File: src/sv/rpa_pkg.sv
// ----------------------------------------------------------------------------
// rpa_pkg
// Shared types, codes and field widths for the reference-counted page
// allocator.
// ----------------------------------------------------------------------------
package rpa_pkg;

    localparam int NUM_PAGES_DEF = 4096;

    localparam int OP_W       = 2;
    localparam int PAGE_IN_W  = 16;
    localparam int STATUS_W   = 3;
    localparam int PAGE_OUT_W = 12;
    localparam int COUNT_W    = 16;

    localparam logic [COUNT_W-1:0] COUNT_MAX = '1;
    localparam logic [COUNT_W-1:0] COUNT_ONE = COUNT_W'(1);

    typedef enum logic [OP_W-1:0] {
        OP_ALLOC = 2'd0,
        OP_FREE  = 2'd1,
        OP_INC   = 2'd2,
        OP_DEC   = 2'd3
    } op_t;

    typedef enum logic [STATUS_W-1:0] {
        ST_OK    = 3'd0,
        ST_EMPTY = 3'd1,
        ST_RANGE = 3'd2,
        ST_UNDER = 3'd3,
        ST_SAT   = 3'd4,
        ST_FULL  = 3'd5
    } status_t;

    // controller to datapath
    typedef struct packed {
        logic clear;
        logic load;
        logic exec;
    } cmd_t;

    // datapath to controller
    typedef struct packed {
        logic clear_last;
        logic out_blocked;
    } sts_t;

endpackage

File: src/sv/rpa_ctrl.sv
// ----------------------------------------------------------------------------
// rpa_ctrl
// Sequencer: clearing pass after reset, then request load and commit.
// ----------------------------------------------------------------------------
module rpa_ctrl
    import rpa_pkg::*;
(
    input  logic aclk,
    input  logic aresetn,
    input  logic s_valid,
    output logic s_ready,
    input  sts_t sts,
    output cmd_t cmd
);

    typedef enum logic [2:0] {
        S_CLEAR = 3'b001,
        S_IDLE  = 3'b010,
        S_EXEC  = 3'b100
    } state_t;

    state_t state_reg, state_next;

    always_comb begin
        state_next = state_reg;
        cmd        = '0;
        s_ready    = 1'b0;
        case (state_reg)
            S_CLEAR: begin
                cmd.clear = 1'b1;
                if (sts.clear_last) begin
                    state_next = S_IDLE;
                end
            end
            S_IDLE: begin
                s_ready = 1'b1;
                if (s_valid) begin
                    cmd.load   = 1'b1;
                    state_next = S_EXEC;
                end
            end
            S_EXEC: begin
                if (!sts.out_blocked) begin
                    cmd.exec   = 1'b1;
                    state_next = S_IDLE;
                end
            end
            default: begin
                state_next = S_CLEAR;
            end
        endcase
    end

    always_ff @(posedge aclk) begin
        if (!aresetn) begin
            state_reg <= S_CLEAR;
        end else begin
            state_reg <= state_next;
        end
    end

endmodule

File: config.mk
export PLATFORM = sky130hd
export DESIGN_NAME = rpa_ctrl
export DESIGN_NICKNAME = d
export VERILOG_FILES = /design/src/sv/rpa_pkg.sv /design/src/sv/rpa_ctrl.sv
export SDC_FILE = /design/constraint.sdc
export NUM_CORES = 1
export LEC_CHECK = 0
export ABC_AREA = 1
export BUFFER_PORTS_ARGS = -buffer_cell sky130_fd_sc_hd__buf_2
export CAP_MARGIN = 10
export CORE_AREA = 2 2 39 41
export DETAILED_ROUTE_END_ITERATION = 10
export DIE_AREA = 0 0 41 43
export GPL_ROUTABILITY_DRIVEN = 0
export PLACE_DENSITY = 0.31
export SETUP_SLACK_MARGIN = 0.2
export SYNTH_ARGS = -nofsm -noshare
export SYNTH_HDL_FRONTEND = slang
export SYNTH_SLANG_ARGS = --single-unit
File: constraint.sdc
create_clock -name aclk -period 0.95 [get_ports aclk]
set_input_delay 0.19 -clock aclk [delete_from_list [all_inputs] [get_ports aclk]]
set_output_delay 0.19 -clock aclk [all_outputs]
set_load 0.02 [all_outputs]
==> results of run 1 <==
-- cells by family after synthesis --
| logic type | Yosys count | share of synthesized area [%] |
|---|---|---|
| flops | 3 | 36.9 |
| simple gates | 16 | 44.6 |
| buf+inv | 6 | 13.8 |
| compound gates | 1 | 4.62 |
-- per-layer routing --
layer  part of all wire (%)  global-route usage, %
met2                     50                   9.69
met5                      0                      0
met3                     10                   6.28
met4                      0                   4.00
met1                     40                   6.75
-- cells in the final DEF (no fill, tap or decap), types with 3 or more instances in the layout --
| cell | instances |
|---|---|
| inv_2 | 5 |
| nor2_4 | 3 |
| clkbuf_4 | 3 |
| buf_4 | 6 |
| buf_6 | 5 |
| dfxtp_4 | 3 |
| nor2_1 | 3 |
| nand3_1 | 5 |
| buf_2 | 4 |
-- area by class of cell --
class,instances,area (um^2)
Clock buffer,4,26.3
Fill cell,154,1010
Inverter,6,22.5
Multi-Input combinational cell,17,115
Sequential cell,3,71.3
Tap cell,16,20.0
Timing Repair Buffer,15,121
-- critical path, stage by stage, from the launching register on --
cell     delay (ns)
dfxtp_4        0.35
nor2_4         0.11
nand2_2        0.08
nor2_4         0.08
buf_6          0.11
-- synth_stat cells --
cell / count / area (um^2)
a21boi_1: 1 / 7.51
dfxtp_1: 3 / 60.1
inv_1: 6 / 22.5
nand2_1: 3 / 11.3
nand3_1: 6 / 30.0
nand4_1: 1 / 6.26
nor2_1: 5 / 18.8
nor2_2: 1 / 6.26
-- metrics by stage --
stage / setup slack [ns] / util [%] / cell area [um^2] / power, mW / cells
after floorplan: 0.0767 / - / 184 / 0.282 / 26
after global placement: -0.00832 / 19.3 / 267 / 0.348 / 53
after detailed placement: -0.0165 / 19.3 / 267 / 0.345 / 53
after CTS: -0.227 / 24.8 / 343 / 0.627 / 59
after global routing: -0.269 / 27.2 / 377 / 0.682 / 61
final: -0.210 / 27.2 / 377 / 0.631 / 61
-- power by group --
group	leakage [nW]	internal (mW)	switching, mW
logic	0.143	0.109	0.114
clock network	0.0150	0.157	0.0647
registers	0.0262	0.152	0.0346
total	0.184	0.418	0.213
-- path summary, 6_finish.rpt --
path	from	end	slack, ns	cells past startpoint
setup / recovery	state_reg[0]	cmd[0]	-0.21	4
hold / removal	aresetn	state_reg[0]	0.18	2
setup reg to reg	state_reg[0]	state_reg[2]	-0.13	6
hold reg to reg	state_reg[2]	state_reg[2]	0.57	2
-- timing repair --
item / 4_1_cts / 5_1_grt
gates resized for setup: 12 / 6
hold endpoints to repair: 0 / 0
gates cloned: 0 / 0
pin swaps: 4 / 5
setup buffers: 2 / 2
endpoints found under the setup margin: 7 / 7
==> out/results.txt, run 1 <==
status = complete, but fails checks
failing checks = setup timing
CP startpoint kind = flip-flop
WP data required = 0.76 ns
Cell Rows = 14
TritonCTS clock tree = done
clk root buf = clkbuf_4
initial antenna violation count = 0
CP Max Fanout = 3
ratio of cells with drive above 1 in the final layout = 71.1%
DR pass1 iterations = 2
I/O pin count = 9
vias in the first global route = 209
Starting Density = 11.8%
Yosys reg bits = 3
Max Clock Skew = 0.00263 ns
Total Routing Usage GR = 7.03%
starting DRC count in detailed routing = 1
Syn Area/Cell = 6.26 um^2
Lkg Pwr = 0.184 nW
largest net degree at the start of global routing = 5
via count = 226
Overflow after GRT = 0
peak supply drop = 538 uV
Distinct cells, synth = 8
ant diodes = 0
worst-skew pair later-pin latency = 0.23 ns
Die Area = 1760 um^2
Hold WS = 0.177 ns
Hold Crit Class = in -> reg
Fin. Hold Viols = 0
Post-Syn Instances = 26
Netlist Area Pre-Place = 163 um^2
IO buf count = 8
H-tree lvl count = 1
P&R area growth vs syn = 132%
DRC errors left = 0
fin crit period = 1.16 ns
RSZ-0062 raised after global routing = yes
global-route wire length before repair = 759 um
CTS max path bufs = 2
Clock transition at path regs = 0.04 ns
Achievable Freq = 862 MHz
vias per cell = 3.70
max FFs per register = 3
Slew Limit Headroom = 91.9%
sequential fraction of the synthesis area = 36.9%
Die Wd = 41 um
die height = 43 um
drt total wl = 468 um
yosys warns = 0
core area = 1380 um^2
Routed Antenna Nets = 0
WL/cell = 7.67 um
final worst setup slack = -0.210 ns
TritonCTS buffer count = 3
WS Path Type = reg -> out
pwr/cell area = 1670 nW/um^2
Slew Limit Fails = 0
# hold bufs at CTS = 0
worst-margin pin slew = 0.121 ns
detailed placement HPWL = 359 um
critical path arrival = 0.97 ns
fin crit share = 122%
Final TNS setup = -1.06 ns
Max-Cap Viols = 0
CTS sink count = 3
CP endpoint kind = output pin
setup violators final = 7
Syn Nets = 31
Final #Nets = 51
Note: power is estimated with default switching activity, not from simulation.
==> inputs of run 2 (changes only) <==
--- a/config.mk
+++ b/config.mk
@@ -8,9 +8,9 @@
 export ABC_AREA = 1
 export BUFFER_PORTS_ARGS = -buffer_cell sky130_fd_sc_hd__buf_2
 export CAP_MARGIN = 10
-export CORE_AREA = 2 2 39 41
+export CORE_AREA = 8 8 45 47
 export DETAILED_ROUTE_END_ITERATION = 10
-export DIE_AREA = 0 0 41 43
+export DIE_AREA = 0 0 53 55
 export GPL_ROUTABILITY_DRIVEN = 0
 export PLACE_DENSITY = 0.31
 export SETUP_SLACK_MARGIN = 0.2
==> run 2 against run 1 <==
The flow still finishes with violations (setup timing). Via count rose by 8.8%. Maximum frequency barely moved. Cell count rose by 3.3%. Worst hold slack got worse by 0.012 ns. Total power rose by 7.9%. Global-route usage fell by 2.8 points. Utilization rose by 1.7 points. Sequential share of layout area fell by 1.1 points. Clock power barely moved.
==> out/results.txt, run 2 (synthesis gave the netlist of run 1 again) <==
vias in the first global route = 236
DR pass1 iterations = 4
fin crit period = 1.16 ns
Max Clock Skew = 0.00157 ns
WL/cell = 8.83 um
die height = 55 um
CP startpoint kind = flip-flop
Routed Antenna Nets = 0
Final TNS setup = -1.05 ns
Achievable Freq = 862 MHz
fillers = 159
commonest non-fill, non-tap cell in the layout = buf_4
Die Wd = 53 um
Critical Path Start = state_reg[0]
starting DRC count in detailed routing = 4
vias per cell = 3.90
reg2reg end = state_reg[2]
worst-skew pair later-pin latency = 0.23 ns
IO buf count = 8
Slew Limit Fails = 0
Lkg Pwr = 0.198 nW
via count = 246
CP Max Fanout = 3
TritonCTS buffer count = 3
core area = 1380 um^2
H-tree lvl count = 1
worst reg-to-reg setup slack = -0.12 ns
max FFs per register = 3
drt total wl = 556 um
P&R area growth vs syn = 146%
critical path arrival = 0.97 ns
Die Area = 2920 um^2
initial antenna violation count = 0
hold path start = aresetn
failing checks = setup timing
Slew Limit Headroom = 92.0%
post-route cell area = 400 um^2
cells on worst reg2reg path = 6
Total Routing Usage GR = 4.26%
status = complete, but fails checks
CP endpoint kind = output pin
TritonCTS clock tree = done
largest net degree at the start of global routing = 5
# hold bufs at CTS = 0
DRC errors left = 0
Cell Rows = 14
worst-margin pin slew = 0.120 ns
CTS sink count = 3
clk root buf = clkbuf_4
Fin. Hold Viols = 0
detailed placement HPWL = 399 um
metal2 WL = 267 um
Overflow after GRT = 0
Clock transition at path regs = 0.04 ns
setup violators final = 7
origin of the critical flop-to-flop path = state_reg[0]
Hold Crit Class = in -> reg
routed wl met3 = 96 um
final worst setup slack = -0.210 ns
RSZ-0062 raised after global routing = yes
ratio of cells with drive above 1 in the final layout = 76.6%
placement-stage cell area = 259 um^2
commonest non-fill, non-tap cells in the layout = buf_4 (8), inv_2 (5), buf_6 (5)
pwr/cell area = 1700 nW/um^2
highest metal used = met4
WS Path Type = reg -> out
M1 wire length = 174 um
CP endpoint = cmd[0]
fin crit share = 122%
I/O pin count = 9
CTS max path bufs = 2
ant diodes = 0
WP data required = 0.76 ns
Starting Density = 11.8%
Max-Cap Viols = 0
global-route wire length before repair = 841 um
peak supply drop = 449 uV
Hold WS = 0.166 ns
Final #Nets = 53
==> run 2: per-stage QoR <==
step           setup WS [ns]  std cells  util (%)  total power [mW]
4_1_cts               -0.219         60      25.2             0.629
5_1_grt               -0.239         63      28.9             0.722
3_3_place_gp         -0.0229         52      18.7             0.349
2_1_floorplan         0.0767         26         -             0.282
6_report              -0.210         63      28.9             0.680
3_5_place_dp         -0.0296         52      18.7             0.345
==> run 2: cell type report <==
type	count	area, um^2	share of cell area (%)
clock buffers	4	26.3	6.56
inverters	6	22.5	5.62
multi-input cells	17	124	30.9
flip-flops and latches	3	71.3	17.8
well taps	16	20.0	5.00
repair buffers	17	136	34.1
==> run 2: worst min path at each step <==
| stage | endpoint | slack, ns | cells after the start |
|---|---|---|---|
| final | state_reg[0] | 0.17 | 2 |
| after global routing | state_reg[0] | 0.18 | 2 |
| after CTS | state_reg[0] | 0.16 | 2 |
| after detailed placement | state_reg[0] | 0.41 | 2 |
| after global placement | state_reg[0] | 0.41 | 2 |
| after floorplan | state_reg[0] | 0.27 | 1 |
==> run 2: routing by layer <==
layer / vias to the layer above / global-route usage, %
li1: 127 / -
met1: 106 / 3.03
met2: 9 / 6.45
met3: 4 / 3.48
met4: 0 / 5.17
met5: - / 0
==> run 2: power by group <==
part | switching [mW] | leakage [nW] | internal [mW]
logic | 0.125 | 0.157 | 0.147
clock network | 0.0644 | 0.0150 | 0.157
registers | 0.0350 | 0.0262 | 0.152
total | 0.224 | 0.198 | 0.456
==> run 2: critical path: stages (launching register included) <==
cell and delay, ns:
dfxtp_4 0.35, nor2_4 0.11, nand2_2 0.08, nor2_4 0.08, buf_6 0.12
==> run 2: repair_timing <==
action	CTS	global route
buffers inserted	4	3
gates resized for setup	13	7
endpoints found under the setup margin	7	7
pin swaps	5	6
gates cloned	0	0
==> inputs of run 3 (changes only) <==
--- a/config.mk
+++ b/config.mk
@@ -6,13 +6,13 @@
 export NUM_CORES = 1
 export LEC_CHECK = 0
 export ABC_AREA = 1
-export BUFFER_PORTS_ARGS = -buffer_cell sky130_fd_sc_hd__buf_2
 export CAP_MARGIN = 10
 export CORE_AREA = 8 8 45 47
 export DETAILED_ROUTE_END_ITERATION = 10
 export DIE_AREA = 0 0 53 55
+export DONT_BUFFER_PORTS = 1
 export GPL_ROUTABILITY_DRIVEN = 0
-export PLACE_DENSITY = 0.31
+export PLACE_DENSITY = 0.3
 export SETUP_SLACK_MARGIN = 0.2
 export SYNTH_ARGS = -nofsm -noshare
 export SYNTH_HDL_FRONTEND = slang
==> run 3 against run 2 <==
The run still ends with setup timing left. Highest routed layer is now met3. Cell count fell by 17%. Largest cell class is now multi-input combinational cells. Maximum frequency rose by 4.4%. Combinational power fell by 29%.
==> out/results.txt, run 3 (synthesis gave the netlist of run 1 again) <==
status = complete, but fails checks
failing checks = setup timing
largest net degree at the start of global routing = 5
peak supply drop = 626 uV
starting DRC count in detailed routing = 0
clk root buf = clkbuf_4
WL/cell = 9.17 um
RSZ-0062 raised after global routing = yes
pwr/cell area = 2020 nW/um^2
Slew Limit Fails = 0
worst-skew pair later-pin latency = 0.23 ns
initial antenna violation count = 0
# hold bufs at CTS = 0
global-route wire length before repair = 821 um
Die Area = 2920 um^2
drt total wl = 477 um
setup violators final = 6
H-tree lvl count = 1
fin crit period = 1.11 ns
DRC errors left = 0
CTS max path bufs = 2
CP Max Fanout = 4
Cell Rows = 14
Setup WS pre-CTS = 0.0411 ns
via count = 185
Overflow after GRT = 0
CP startpoint kind = flip-flop
WS Path Type = reg -> out
Final #Nets = 42
Fin. Hold Viols = 0
ant diodes = 0
ratio of cells with drive above 1 in the final layout = 63.9%
TritonCTS clock tree = done
commonest non-fill, non-tap cells in the layout = buf_4 (6), nand3_1 (5), inv_2 (4)
core area = 1380 um^2
vias in the first global route = 221
final worst setup slack = -0.161 ns
fin crit share = 117%
Max-Cap Viols = 0
Hold Crit Class = in -> reg
Slew Limit Headroom = 89.6%
CTS sink count = 3
CP endpoint kind = output pin
Starting Density = 11.8%
Total Routing Usage GR = 4.36%
IO buf count = 0
critical path arrival = 0.92 ns
DR pass1 iterations = 1
vias per cell = 3.56
P&R area growth vs syn = 80.0%
fin cells = 52
Max Clock Skew = 0.000656 ns
detailed placement HPWL = 382 um
max FFs per register = 3
Clock transition at path regs = 0.03 ns
Die Wd = 53 um
die height = 55 um
worst-margin pin slew = 0.156 ns
WP data required = 0.76 ns
Routed Antenna Nets = 0
Achievable Freq = 900 MHz
I/O pin count = 9
# placed instances = 42
TritonCTS buffer count = 3
Lkg Pwr = 0.138 nW
commonest non-fill, non-tap cell in the layout = buf_4
-- run 3: per-layer routing --
layer	track usage, %	up-vias	routed length, um
li1	-	101	-
met1	3.18	78	167
met2	5.86	6	231
met3	3.74	0	79
met4	6.47	0	0
met5	0	-	0
-- run 3: worst paths after layout --
path	from	end	slack [ns]	depth (start not counted)
worst max register to register	state_reg[1]	state_reg[1]	-0.14	7
worst min register to register	state_reg[2]	state_reg[2]	0.57	2
worst min-delay path	aresetn	state_reg[0]	0.05	1
worst max-delay path	state_reg[1]	cmd[0]	-0.16	3
-- run 3: what timing repair did --
| action | in CTS | in global routing |
|---|---|---|
| resized for setup | 5 | 3 |
| buffers inserted | 5 | 1 |
| pin swaps | 4 | 1 |
| endpoints found under the setup margin | 7 | 7 |
-- run 3: power by group --
group | switching, mW | internal, mW
combinational | 0.106 | 0.0871
clock | 0.0605 | 0.157
sequential | 0.0295 | 0.152
total | 0.196 | 0.396
-- run 3: critical path, stage by stage (launching register included) --
cell	delay (ns)
dfxtp_4	0.35
nor2_4	0.11
nand2_2	0.08
nor2_4	0.15
-- run 3: layout make-up --
cell class              instances  area, um^2
repair buffers                  6        45.0
fillers                       162        1090
inverters                       6        25.0
clock buffers                   4        26.3
flip-flops and latches          3        71.3
well taps                      16        20.0
multi-input cells              17         105
-- run 3: metrics by stage --
stage / area [um^2] / power (mW) / hold slack [ns] / util, % / setup TNS, ns
after floorplan: 184 / 0.282 / 0.274 / - / 0
after CTS: 278 / 0.584 / 0.0396 / 20.1 / -0.836
final: 293 / 0.592 / 0.0485 / 21.2 / -0.738
after global routing: 293 / 0.650 / 0.0401 / 21.2 / -1.17
after global placement: 204 / 0.306 / 0.282 / 14.7 / 0
after detailed placement: 204 / 0.302 / 0.287 / 14.7 / 0
